==> src/design/assert_macros.svh <==
// Assertion macros used by the sorted request queue.
`ifndef ASSERT_MACROS_SVH
`define ASSERT_MACROS_SVH

// Checks a property at every rising edge of i_clk while i_rst_n is high.
`define SRQ_ASSERT(lbl, prop, msg) \
    lbl: assert property (@(posedge i_clk) disable iff (!i_rst_n) (prop)) else $error(msg);

// Checks that a condition is followed by a consequence in the next cycle.
`define SRQ_ASSERT_NEXT(lbl, pre, post, msg) \
    `SRQ_ASSERT(lbl, (pre) |=> (post), msg)

`endif

==> src/design/srq_pkg.sv <==
// Types, constants and the ordering helper function of the sorted request queue.
package srq_pkg;

    localparam int DEPTH = 16;
    localparam int IDX_W = $clog2(DEPTH);
    localparam int CNT_W = $clog2(DEPTH + 1);

    localparam int FUNC_W = 2;
    localparam int PID_W = 8;
    localparam int PRIO_W = 32;
    localparam int STATUS_W = 2;
    localparam int POS_W = 4;
    localparam int COUNT_W = 5;

    typedef enum logic [FUNC_W-1:0] {
        FUNC_INSERT = 2'd0,
        FUNC_REMOVE = 2'd1,
        FUNC_FIND   = 2'd2,
        FUNC_NOP    = 2'd3
    } t_func;

    typedef enum logic [STATUS_W-1:0] {
        ST_OK       = 2'd0,
        ST_FULL     = 2'd1,
        ST_NOTFOUND = 2'd2
    } t_status;

    typedef enum logic [2:0] {
        S_IDLE,
        S_SCAN,
        S_CMP,
        S_MV_RD,
        S_MV_WR,
        S_PUT,
        S_DONE
    } t_state;

    typedef struct packed {
        logic [PRIO_W-1:0] prio;
        logic [PID_W-1:0]  pid;
    } t_entry;

    // True when the new pair must be served before the stored entry.
    function automatic logic goes_before(input logic [PRIO_W-1:0] prio,
                                         input logic [PID_W-1:0] pid,
                                         input t_entry ent);
        logic lt;
        lt = (prio < ent.prio) || ((prio == ent.prio) && (pid < ent.pid));
        return lt;
    endfunction

endpackage

==> src/design/srq_req_if.sv <==
// Request channel of the sorted request queue.
interface srq_req_if;
    logic                         valid;
    logic                         ready;
    logic [srq_pkg::FUNC_W-1:0]   func;
    logic [srq_pkg::PID_W-1:0]    process_id;
    logic [srq_pkg::PRIO_W-1:0]   priority_req;

    modport source (output valid, func, process_id, priority_req, input ready);
    modport sink   (input valid, func, process_id, priority_req, output ready);
endinterface

==> src/design/srq_rsp_if.sv <==
// Response channel of the sorted request queue.
interface srq_rsp_if;
    logic                          valid;
    logic                          ready;
    logic [srq_pkg::STATUS_W-1:0]  status;
    logic [srq_pkg::POS_W-1:0]     position;
    logic [srq_pkg::COUNT_W-1:0]   count;
    logic                          head_valid;
    logic [srq_pkg::PID_W-1:0]     head_process;
    logic [srq_pkg::PRIO_W-1:0]    head_priority;

    modport source (output valid, status, position, count, head_valid, head_process,
                    head_priority, input ready);
    modport sink   (input valid, status, position, count, head_valid, head_process,
                    head_priority, output ready);
endinterface

==> src/design/sorted_request_queue.sv <==
// Sorted request queue: up to DEPTH (priority, process id) entries kept in order.
// The request channel i_req carries func, process_id and priority_req. Insert
// places a pair at its sorted slot, remove deletes the first entry with an id,
// and find reports the slot of the first entry with an id. Each request yields
// one transfer on o_rsp with status, position, entry count and head entry.
// Entries live in a single-port-write, single-port-read memory with a
// registered read. A small sequencer compares each entry in a scan state and a
// compare state, and moves each entry in a read state and a write state. The
// next request is accepted in the cycle after the response is registered. A
// full insert or a NOP goes from idle straight to the done state, which
// registers the response. i_req.ready is high only while the sequencer is idle.
// The response sits in an output register, so the next request is accepted
// while the previous response still waits; a stalled o_rsp only holds the
// sequencer once a second response is ready.
// Synchronous reset empties the queue and drops any pending response; the
// memory contents are not cleared, since only slots below the count are read.
`include "assert_macros.svh"

module sorted_request_queue (
    input  logic              i_clk,
    input  logic              i_rst_n,
    srq_req_if.sink           i_req,
    srq_rsp_if.source         o_rsp
);

    srq_pkg::t_state                 r_state, n_state;
    logic [srq_pkg::CNT_W-1:0]       r_count;
    srq_pkg::t_func                  r_func;
    logic [srq_pkg::PID_W-1:0]       r_id;
    logic [srq_pkg::PRIO_W-1:0]      r_prio;
    logic [srq_pkg::CNT_W-1:0]       r_idx;
    logic [srq_pkg::CNT_W-1:0]       r_j;
    logic [srq_pkg::CNT_W-1:0]       r_pos;
    srq_pkg::t_status                r_status;
    srq_pkg::t_entry                 r_head;
    srq_pkg::t_entry                 r_rd;
    srq_pkg::t_entry                 r_mem [srq_pkg::DEPTH];

    logic                            r_out_valid;
    logic [srq_pkg::STATUS_W-1:0]    r_out_status;
    logic [srq_pkg::POS_W-1:0]       r_out_pos;
    logic [srq_pkg::COUNT_W-1:0]     r_out_count;
    logic                            r_out_hv;
    logic [srq_pkg::PID_W-1:0]       r_out_hpid;
    logic [srq_pkg::PRIO_W-1:0]      r_out_hprio;

    logic                            w_accept;
    logic                            w_out_free;
    logic                            w_scan_end;
    logic                            w_hit;
    logic                            w_ins;
    logic                            w_mv_more;
    logic                            w_in_ready;
    logic                            w_we;
    logic [srq_pkg::CNT_W-1:0]       w_rd_sel;
    logic [srq_pkg::CNT_W-1:0]       w_wr_sel;
    srq_pkg::t_entry                 w_wd;
    logic [srq_pkg::CNT_W-1:0]       w_res_count;
    srq_pkg::t_func                  w_in_func;
    logic                            w_wr_state;
    logic                            w_full_rsp;
    logic                            w_q_full;

    assign w_in_func  = srq_pkg::t_func'(i_req.func);
    assign w_accept   = i_req.valid && w_in_ready;
    assign w_out_free = !r_out_valid || o_rsp.ready;
    assign w_ins      = (r_func == srq_pkg::FUNC_INSERT);
    assign w_scan_end = (r_idx == r_count);
    assign w_hit      = w_ins ? srq_pkg::goes_before(r_prio, r_id, r_rd)
                              : (r_rd.pid == r_id);
    assign w_mv_more  = w_ins ? ((r_j - 1'b1) != r_pos)
                              : (({1'b0, r_j} + (srq_pkg::CNT_W+1)'(2)) < {1'b0, r_count});
    assign w_wr_state = (r_state == srq_pkg::S_MV_WR) || (r_state == srq_pkg::S_PUT);
    assign w_full_rsp = r_out_valid && (r_out_status == srq_pkg::ST_FULL);
    assign w_q_full   = (r_count == srq_pkg::CNT_W'(srq_pkg::DEPTH));

    always_comb begin
        w_res_count = r_count;
        if (r_status == srq_pkg::ST_OK) begin
            if (r_func == srq_pkg::FUNC_INSERT) begin
                w_res_count = r_count + 1'b1;
            end else if (r_func == srq_pkg::FUNC_REMOVE) begin
                w_res_count = r_count - 1'b1;
            end
        end
    end

    // Next-state logic.
    always_comb begin
        n_state = r_state;
        unique case (r_state)
            srq_pkg::S_IDLE: begin
                if (w_accept) begin
                    unique case (w_in_func)
                        srq_pkg::FUNC_INSERT: begin
                            n_state = (r_count == srq_pkg::CNT_W'(srq_pkg::DEPTH))
                                      ? srq_pkg::S_DONE : srq_pkg::S_SCAN;
                        end
                        srq_pkg::FUNC_REMOVE,
                        srq_pkg::FUNC_FIND:   n_state = srq_pkg::S_SCAN;
                        srq_pkg::FUNC_NOP:    n_state = srq_pkg::S_DONE;
                        default:              n_state = srq_pkg::S_DONE;
                    endcase
                end
            end
            srq_pkg::S_SCAN: begin
                if (w_scan_end) begin
                    n_state = w_ins ? srq_pkg::S_PUT : srq_pkg::S_DONE;
                end else begin
                    n_state = srq_pkg::S_CMP;
                end
            end
            srq_pkg::S_CMP: begin
                if (!w_hit) begin
                    n_state = srq_pkg::S_SCAN;
                end else if (w_ins) begin
                    n_state = srq_pkg::S_MV_RD;
                end else if (r_func == srq_pkg::FUNC_REMOVE &&
                             ({1'b0, r_idx} + 1'b1) < {1'b0, r_count}) begin
                    n_state = srq_pkg::S_MV_RD;
                end else begin
                    n_state = srq_pkg::S_DONE;
                end
            end
            srq_pkg::S_MV_RD: n_state = srq_pkg::S_MV_WR;
            srq_pkg::S_MV_WR: begin
                if (w_mv_more) begin
                    n_state = srq_pkg::S_MV_RD;
                end else begin
                    n_state = w_ins ? srq_pkg::S_PUT : srq_pkg::S_DONE;
                end
            end
            srq_pkg::S_PUT:   n_state = srq_pkg::S_DONE;
            srq_pkg::S_DONE: begin
                if (w_out_free) begin
                    n_state = srq_pkg::S_IDLE;
                end
            end
            default: n_state = srq_pkg::S_IDLE;
        endcase
    end

    // Output logic: handshake and memory port controls.
    always_comb begin
        w_in_ready = 1'b0;
        w_we       = 1'b0;
        w_rd_sel   = r_idx;
        w_wr_sel   = r_j;
        w_wd       = r_rd;
        unique case (r_state)
            srq_pkg::S_IDLE:  w_in_ready = i_rst_n;
            srq_pkg::S_SCAN:  w_rd_sel = r_idx;
            srq_pkg::S_MV_RD: w_rd_sel = w_ins ? (r_j - 1'b1) : (r_j + 1'b1);
            srq_pkg::S_MV_WR: begin
                w_we     = 1'b1;
                w_wr_sel = r_j;
                w_wd     = r_rd;
            end
            srq_pkg::S_PUT: begin
                w_we      = 1'b1;
                w_wr_sel  = r_pos;
                w_wd.prio = r_prio;
                w_wd.pid  = r_id;
            end
            srq_pkg::S_CMP,
            srq_pkg::S_DONE: w_in_ready = 1'b0;
            default:         w_in_ready = 1'b0;
        endcase
    end

    always_ff @(posedge i_clk) begin
        r_rd <= r_mem[w_rd_sel[srq_pkg::IDX_W-1:0]];
        if (w_we) begin
            r_mem[w_wr_sel[srq_pkg::IDX_W-1:0]] <= w_wd;
        end
    end

    always_ff @(posedge i_clk) begin
        if (w_we && w_wr_sel == '0) begin
            r_head <= w_wd;
        end
    end

    always_ff @(posedge i_clk) begin
        if (!i_rst_n) begin
            r_state <= srq_pkg::S_IDLE;
        end else begin
            r_state <= n_state;
        end
    end

    always_ff @(posedge i_clk) begin
        if (!i_rst_n) begin
            r_count <= '0;
        end else if (r_state == srq_pkg::S_DONE && w_out_free) begin
            r_count <= w_res_count;
        end
    end

    always_ff @(posedge i_clk) begin
        unique case (r_state)
            srq_pkg::S_IDLE: begin
                if (w_accept) begin
                    r_func   <= w_in_func;
                    r_id     <= i_req.process_id;
                    r_prio   <= i_req.priority_req;
                    r_idx    <= '0;
                    r_pos    <= '0;
                    r_status <= (w_in_func == srq_pkg::FUNC_INSERT &&
                                 r_count == srq_pkg::CNT_W'(srq_pkg::DEPTH))
                                ? srq_pkg::ST_FULL : srq_pkg::ST_OK;
                end
            end
            srq_pkg::S_SCAN: begin
                if (w_scan_end) begin
                    if (w_ins) begin
                        r_pos <= r_idx;
                        r_j   <= r_idx;
                    end else begin
                        r_status <= srq_pkg::ST_NOTFOUND;
                    end
                end
            end
            srq_pkg::S_CMP: begin
                if (w_hit) begin
                    r_pos <= r_idx;
                    r_j   <= w_ins ? r_count : r_idx;
                end else begin
                    r_idx <= r_idx + 1'b1;
                end
            end
            srq_pkg::S_MV_WR: r_j <= w_ins ? (r_j - 1'b1) : (r_j + 1'b1);
            srq_pkg::S_MV_RD,
            srq_pkg::S_PUT,
            srq_pkg::S_DONE: r_j <= r_j;
            default:         r_j <= r_j;
        endcase
    end

    always_ff @(posedge i_clk) begin
        if (!i_rst_n) begin
            r_out_valid <= 1'b0;
        end else if (r_state == srq_pkg::S_DONE && w_out_free) begin
            r_out_valid <= 1'b1;
        end else if (o_rsp.ready) begin
            r_out_valid <= 1'b0;
        end
    end

    always_ff @(posedge i_clk) begin
        if (r_state == srq_pkg::S_DONE && w_out_free) begin
            r_out_status <= r_status;
            r_out_pos    <= srq_pkg::POS_W'(r_pos);
            r_out_count  <= srq_pkg::COUNT_W'(w_res_count);
            r_out_hv     <= (w_res_count != '0);
            r_out_hpid   <= (w_res_count != '0) ? r_head.pid : '0;
            r_out_hprio  <= (w_res_count != '0) ? r_head.prio : '0;
        end
    end

    assign i_req.ready         = w_in_ready;
    assign o_rsp.valid         = r_out_valid;
    assign o_rsp.status        = r_out_status;
    assign o_rsp.position      = r_out_pos;
    assign o_rsp.count         = r_out_count;
    assign o_rsp.head_valid    = r_out_hv;
    assign o_rsp.head_process  = r_out_hpid;
    assign o_rsp.head_priority = r_out_hprio;

    `SRQ_ASSERT(a_count_bound, r_count <= srq_pkg::CNT_W'(srq_pkg::DEPTH), "count above depth")
    `SRQ_ASSERT(a_write_state, w_we |-> w_wr_state, "memory write outside a move or put")
    `SRQ_ASSERT(a_full_count, w_full_rsp |-> w_q_full, "full status without a full queue")
    `SRQ_ASSERT_NEXT(a_leave_idle, w_accept, r_state != srq_pkg::S_IDLE, "accept left idle")

endmodule

==> src/flat_wrapper.sv <==
// flat-port wrapper written by rule: the top's interface ports become plain ports
module sorted_request_queue_flat 
  (i_clk, i_rst_n, i_req_valid, i_req_func, i_req_process_id, i_req_priority_req, i_req_ready, o_rsp_valid, o_rsp_status, o_rsp_position, o_rsp_count, o_rsp_head_valid, o_rsp_head_process, o_rsp_head_priority, o_rsp_ready);
  srq_req_if i_req_i ();
  srq_rsp_if o_rsp_i ();
  input  logic i_clk;
  input  logic i_rst_n;
  input wire logic [$bits(i_req_i.valid)-1:0] i_req_valid;
  input wire logic [$bits(i_req_i.func)-1:0] i_req_func;
  input wire logic [$bits(i_req_i.process_id)-1:0] i_req_process_id;
  input wire logic [$bits(i_req_i.priority_req)-1:0] i_req_priority_req;
  output wire logic [$bits(i_req_i.ready)-1:0] i_req_ready;
  output wire logic [$bits(o_rsp_i.valid)-1:0] o_rsp_valid;
  output wire logic [$bits(o_rsp_i.status)-1:0] o_rsp_status;
  output wire logic [$bits(o_rsp_i.position)-1:0] o_rsp_position;
  output wire logic [$bits(o_rsp_i.count)-1:0] o_rsp_count;
  output wire logic [$bits(o_rsp_i.head_valid)-1:0] o_rsp_head_valid;
  output wire logic [$bits(o_rsp_i.head_process)-1:0] o_rsp_head_process;
  output wire logic [$bits(o_rsp_i.head_priority)-1:0] o_rsp_head_priority;
  input wire logic [$bits(o_rsp_i.ready)-1:0] o_rsp_ready;
  assign i_req_i.valid = i_req_valid;
  assign i_req_i.func = i_req_func;
  assign i_req_i.process_id = i_req_process_id;
  assign i_req_i.priority_req = i_req_priority_req;
  assign i_req_ready = i_req_i.ready;
  assign o_rsp_valid = o_rsp_i.valid;
  assign o_rsp_status = o_rsp_i.status;
  assign o_rsp_position = o_rsp_i.position;
  assign o_rsp_count = o_rsp_i.count;
  assign o_rsp_head_valid = o_rsp_i.head_valid;
  assign o_rsp_head_process = o_rsp_i.head_process;
  assign o_rsp_head_priority = o_rsp_i.head_priority;
  assign o_rsp_i.ready = o_rsp_ready;
  sorted_request_queue u_core (.i_clk(i_clk), .i_rst_n(i_rst_n), .i_req(i_req_i), .o_rsp(o_rsp_i));
endmodule
==> config.mk <==
export PLATFORM = sky130hd
export DESIGN_NAME = sorted_request_queue_flat
export DESIGN_NICKNAME = d
export VERILOG_FILES = /design/src/design/srq_pkg.sv /design/src/design/srq_req_if.sv /design/src/design/srq_rsp_if.sv /design/src/design/sorted_request_queue.sv /design/src/flat_wrapper.sv
export VERILOG_INCLUDE_DIRS = /design/src /design/src/design
export SDC_FILE = /design/constraint.sdc
export NUM_CORES = 1
export LEC_CHECK = 0
export BUFFER_PORTS_ARGS = -buffer_cell sky130_fd_sc_hd__buf_2
export CORE_MARGIN = 10
export CORE_UTILIZATION = 30
export CTS_BUF_LIST = sky130_fd_sc_hd__clkbuf_4 sky130_fd_sc_hd__clkbuf_8 sky130_fd_sc_hd__clkbuf_16
export DETAILED_ROUTE_END_ITERATION = 10
export GPL_TIMING_DRIVEN = 0
export HOLD_SLACK_MARGIN = 0.12
export SYNTH_ARGS = -nofsm -noshare
export SYNTH_HDL_FRONTEND = slang
export SYNTH_SLANG_ARGS = --single-unit
==> constraint.sdc <==
create_clock -name i_clk -period 7.6 [get_ports i_clk]
set_input_delay 1.52 -clock i_clk [delete_from_list [all_inputs] [get_ports i_clk]]
set_output_delay 1.52 -clock i_clk [all_outputs]
set_load 0.02 [all_outputs]
Yosys cells after proc, flatten, opt, wreduce, memory -nomap -nowiden
Memory sizes are Yosys's and may differ from the RTL's. A register that Yosys moved wholly into a read port is not among the register bits.
Cells that the tools add are included.
W data, S select, Z words.

cells by class
  add/sub/neg operators = 7
  $mul = 0
  reduce and logical (&&, ||, !) cells = 28
  bitwise logic cells = 0
  div/mod/pow operators = 0
  mux-type cells = 41
  shift-type cells = 0
  equal/unequal tests = 22
  order comparisons = 4

operators by type and width
  kind                   number
  $mux W5                12
  $mux W40               1
  $eq A32 B32 Y1         1
  $lt A32 B32 Y1         1
  $pmux W5 S3            2
  $mux W3                8
  $pmux W3 S7            1
  $add A5 B1 Y5 const B  3
  $lt A6 B5 Y1           2
  $ne A2 B1 Y1 const B   5
  $pmux W5 S2            1
  $sub A5 B1 Y5 const B  2
  $eq A3 B3 Y1 const B   3
  $mux W1                9
  $pmux W3 S3            1
  $eq A8 B8 Y1           1
  $lt A8 B8 Y1           1
  $mux W2                4
  $reduce_and A4 Y1      2
  $add A5 B1 Y6 const B  1
  $add A5 B2 Y6 const B  1
  $eq A3 B2 Y1 const B   2
  $logic_and A1 B1 Y1    6
  $logic_not A2 Y1       3
  20 further kinds       29

storage, ports and cells
  logic and storage cells = 121
  bits in registers = 160
  latch bits = 0
  memories kept = 1
  output and inout port bits = 54
  RAM bits = 640
  memory bits (read-only) = 0
  input bits = 46

memory list
  name          words  width  rd ports  clocked after memory_dff  write ports  RTL line                    RTL
  u_core.r_mem  16     40     1         1                         1            sorted_request_queue.sv:37  srq_pkg::t_entry r_mem [srq_pkg::DEPTH];

Depth between registers and ports, before layout
  depth in word-level cells = 7
  mapped depth = 12
  depth with buffers taken out = 9

Worst setup path before layout
No wires, ideal clock.

  path type = reg2reg
  start = register u_core.r_state[0]
  end = register u_core.r_head[0] (netlist name) (enable)
  library setup time = 0.401 ns
  arrival time = 4.139 ns
  slack = 3.059 ns
  buffers on the path = 2
  cell stages (with the launch flop) = 9
  path through = dfxtp_1 buf_2 nand2_1 or2_2 clkbuf_1 nor3_1 a31oi_1 nor2_1 and3_1

on the way
  word-level cells in the longest chain between the ends = 4
  elaborated cells on any way between the ends = 7
  those cells by class = eq/ne (2); mux (2); reduce/logical (3)

RTL lines
  what                                                RTL line                                                  RTL
  from (decl)                                         sorted_request_queue.sv:26                                srq_pkg::t_state r_state, n_state;
  from (signal assigned)                              sorted_request_queue.sv:186                               r_state <= srq_pkg::S_IDLE;
  from (signal assigned)                              sorted_request_queue.sv:188                               r_state <= n_state;
  $eq A3 B3 Y1                                        n/a
  $mux W5 / $reduce_or A2 Y1 (equally long branches)  n/a
  $logic_not A5 Y1 / $mux W1 (equally long branches)  sorted_request_queue.sv:179, sorted_request_queue.sv:150
  $logic_and A1 B1 Y1 (*)                             sorted_request_queue.sv:179                               if (w_we && w_wr_sel == '0) begin
  to (signal assigned)                                sorted_request_queue.sv:180                               r_head <= w_wd;
  to (decl)                                           sorted_request_queue.sv:35                                srq_pkg::t_entry r_head;

Every way passes the cells marked *; elsewhere a longest branch is shown, timed or not.
A chain may end at the register's enable or synchronous reset.

Worst setup path after layout
  start = register u_core.r_prio[13] (netlist name)
  end = register u_core.r_j[1] (netlist name) (enable)

on the way
  word-level cells in the longest chain between the ends = 6
  elaborated cells on any way between the ends = 7
  those cells by class = order compare (1); eq/ne (2); mux (1); reduce/logical (3)

RTL lines
  what                                                                    RTL line                     RTL
  from (decl)                                                             sorted_request_queue.sv:30   logic [srq_pkg::PRIO_W-1:0] r_prio;
  from (signal assigned)                                                  sorted_request_queue.sv:206  r_prio <= i_req.priority_req;
  parallel branches: the longest is 2 deep, another holds $lt A32 B32 Y1  n/a
  $logic_or A1 B1 Y1 (*)                                                  srq_pkg.sv:48                lt = (prio < ent.prio) || ((prio == ent.prio) && (pid < ent.pid));
  $mux W1 (*)                                                             sorted_request_queue.sv:69   assign w_hit = w_ins ? srq_pkg::goes_before(r_prio, r_id, r_rd)
  $ne A2 B1 Y1 (no line) (*)                                              n/a
  $reduce_and A4 Y1 (no line) (*)                                         n/a
  to (signal assigned)                                                    sorted_request_queue.sv:218  r_j <= r_idx;
  to (signal assigned)                                                    sorted_request_queue.sv:227  r_j <= w_ins ? r_count : r_idx;
  to (signal assigned)                                                    sorted_request_queue.sv:232  srq_pkg::S_MV_WR: r_j <= w_ins ? (r_j - 1'b1) : (r_j + 1'b1);
  to (decl)                                                               sorted_request_queue.sv:32   logic [srq_pkg::CNT_W-1:0] r_j;

Mark *: on every way between the ends.

==> flow_summary.toml <==
[global_routing]
grt_max_degree = 36
antenna_found_initial = 3
grt_pass1_wl_mm = 120.0
grt.total_usage = 0.1320
grt-ovfl-total = 0
grt_pass1_vias = 17520

[logic_synthesis]
synth_edf_count = 791
ys_ff_latch = 840
syn_inst = 1706
muxShareOfSynthArea = 0.1119
synth.area.top_cells = "edfxtp_1 72%, mux4_2 11%, dfxtp_1 3.0%, ha_1 2.3%, a22oi_1 1.9%"
synth_compound_area_frac = 0.04219
yosys_warnings = 0
synthSimpleGateAreaFrac = 0.03993
synthesis.nets = 1812
synth.distinct_cells = 59
yosys.cell_count.top_type = "edfxtp_1"
avgSynthCellArea_um2 = 19.21
synth_commonest_cells = "791 x edfxtp_1, 160 x mux4_2, 112 x nand2_1"
syn_area_mm2 = 0.03277
synth_top_family_by_area = "multiplexers"
yosysSeqAreaShare = 0.7547
ys.flop_type = "edfxtp_1"
async_flop_share = 0
synthAdderAreaFrac = 0.02291
yosysTopAreaCellShare = 0.7247
yosys.area.top_type = "edfxtp_1"
synth_xor_xnor_area_share = 0.008246

[power_and_ir_drop]
ir_worst_vdd_mv = 0.1938
power_density_mw_per_mm2 = 310.6
power_leakage_nw = 12.94
p_total_mw = 12.09

[timing]
finalHoldViolCount = 0
maxSlewViolCount = 0
hold_slack_ps = 516.2
period_needed_ps = 4313
fin_skew_ps = 35.85
tightest_slew_ps = 1226
rsz0062_at_grt = "no"
finalCritPeriodShare = 0.5676
setup_violations = 0
setup-tns-final_ps = 0
max_clock_freq_mhz = 231.8
max_slew_margin = 0.1773

[floorplanning]
die_area_mm2 = 0.1229
start_util = 0.3015
rows = 121
pin_count = 100
fp.dieH_um = 350.5
core_mm2 = 0.1087
die_w_um = 350.5

[routing]
firstDrtPassIters = 7
via_per_inst = 4.985
wirelength_mm = 82.12
post_drt_wl_per_cell_um = 23.99
dr_total_vias = 17070
remaining_drc_errors = 0
drt_iter0_drc = 1795
ant_nets = 0

[cts]
insertion_delay_ps = 650
cts_hold_buf = 0
cts-buffers-inserted = 86
cts_buffer_depth = 3
cts_tree = "built"
clkSinkCount = 840
clock-root-buffer = "clkbuf_16"
cts_max_level = 3
clk_pin_slew_ps = 60
post_cts_buffers = 0
cts.repair.resized = 0

[worst_setup_path]
slowest_stage = "nor4_1"
cp_slowest_stage_delay_ps = 790
worstPathRequired_ps = 7880
cp_num_buf_inv = 0
start_kind = "register"
critPathCaptureType = "register"
path_cells = "ha_1, nand4_1, nor4_1, o21ai_0, o211ai_1, a21oi_1, o21ai_0, o211ai_1"
crit_type = "register to register"
crit_fanout = 5
arrival_ps = 4590
cpLargestDelayFamily = "compound AO/OA/AOI/OAI gates"

[placement]
dp.cells = 3261
port_buffers = 99
gp_congestion = 0.8014
dp_hpwl_mm = 54.19

[finish]
final_nets = 2045
regArea_mm2 = 0.02473
multiInputGateArea_mm2 = 0.007502
layoutNonFillerInstCount = 3423
syn_to_final_growth_pct = 18.71
nFillCells = 10070
drive_gt1_frac = 0.2669

[flow_run]
drv_cap = 0

[run_status]
status = "finished, final reports clean"

[worst_hold_path]
min_path_type = "register to register"
## kinds of logic (layout without fill, tap and decap cells)
group / after synthesis / count (layout)
AND/OR/NAND/NOR: 268 / 268
other: 0 / 1
AO/OA/AOI/OAI: 208 / 208
multiplexers: 165 / 165
flip-flops: 840 / 840
adder cells (fa/ha/maj): 60 / 60
buffers and inverters: 135 / 437
XOR/XNOR: 30 / 30
## registers in the layout, summed over array words and instances, names as in the netlist
name / count
u_core.r_prio: 32
u_core.o_rsp.count: 5
u_core.r_head: 40
u_core.o_rsp.head_process: 8
u_core.o_rsp.head_valid: 1
u_core.r_id: 8
u_core.o_rsp.head_priority: 32
u_core.r_pos: 5
u_core.o_rsp.position: 4
u_core.r_func: 2
u_core.o_rsp.status: 2
u_core.r_state: 3
u_core.o_rsp.valid: 1
u_core.r_count: 5
u_core.r_idx: 5
u_core.r_j: 5
u_core.r_rd: 40
u_core.r_mem: 640
u_core.r_status: 2
## final timing paths
check | depth (start not counted) | start | slack [ps] | end
worst max-delay path | 8 | u_core.r_prio[13]$_DFFE_PP_ | 3290 | u_core.r_j[1]$_DFFE_PP_
worst max register to register | 8 | u_core.r_prio[13]$_DFFE_PP_ | 3290 | u_core.r_j[1]$_DFFE_PP_
worst min register to register | 1 | u_core.r_head[2]$_DFFE_PP_ | 520 | u_core.o_rsp.head_process[2]$_SDFFCE_PN0P_
worst min-delay path | 1 | u_core.r_head[2]$_DFFE_PP_ | 520 | u_core.o_rsp.head_process[2]$_SDFFCE_PN0P_
## routing by layer
layer / track usage / wire length, µm / part of all wire
met4: 0.03050 / 1636 / 0.020
met3: 0.03021 / 5965 / 0.073
met2: 0.2093 / 38260 / 0.47
met1: 0.1833 / 36270 / 0.44
met5: 0 / 0 / 0
## power breakdown
part | leakage (nW) | switching [mW] | internal [mW]
logic | 3.91 | 1.31 | 0.714
registers | 7.58 | 0.0854 | 5.70
clock network | 1.44 | 1.77 | 2.51
## per-stage QoR
stage | setup WS [ps] | util | area [µm²]
6_report | 3287 | 0.3579 | 38900
5_1_grt | 3159 | 0.3579 | 38900
4_1_cts | 3201 | 0.3576 | 38870
3_5_place_dp | 3242 | 0.3310 | 35980
3_3_place_gp | -664.8 | 0.3223 | 35040
2_1_floorplan | 3059 | - | 32770
## layout by cell type, fill, tap and decap left out, types with 5 or more instances in the layout
cell type,synthesis,final
a21o_1,7,7
a21oi_1,24,24
a22oi_1,82,82
a31oi_1,6,6
and2_1,45,45
and3_1,6,5
buf_1,6,6
buf_12,0,10
buf_16,0,19
buf_2,32,132
buf_4,8,24
buf_6,10,10
bufinv_16,0,7
clkbuf_1,20,19
clkbuf_16,0,87
clkbuf_4,2,26
clkbuf_8,0,7
clkinv_1,0,9
clkinv_2,0,15
dfxtp_1,49,49
edfxtp_1,791,791
ha_1,60,60
inv_1,57,56
mux4_2,160,160
nand2_1,112,112
nand2b_1,9,9
nand3_1,9,9
nand4_1,9,9
nor2_1,36,20
nor2_4,1,17
nor2b_1,11,11
nor3_1,11,11
o211ai_1,6,6
o21ai_0,58,21
o21ai_1,0,37
or3_1,5,5
xnor2_1,23,23
xor2_1,6,6
## area by class of cell
| cell class | instances | share of cell area |
|---|---|---|
| flip-flops and latches | 840 | 0.6357 |
| multi-input cells | 731 | 0.1928 |
| clock buffers | 117 | 0.06287 |
| well taps | 1414 | 0.04548 |
| repair buffers | 145 | 0.03454 |
| plain buffers | 78 | 0.01155 |
| clock inverters | 40 | 0.01142 |
| inverters | 57 | 0.005499 |
| diodes | 1 | 0.00006432 |
(Power assumes the default switching activity.)
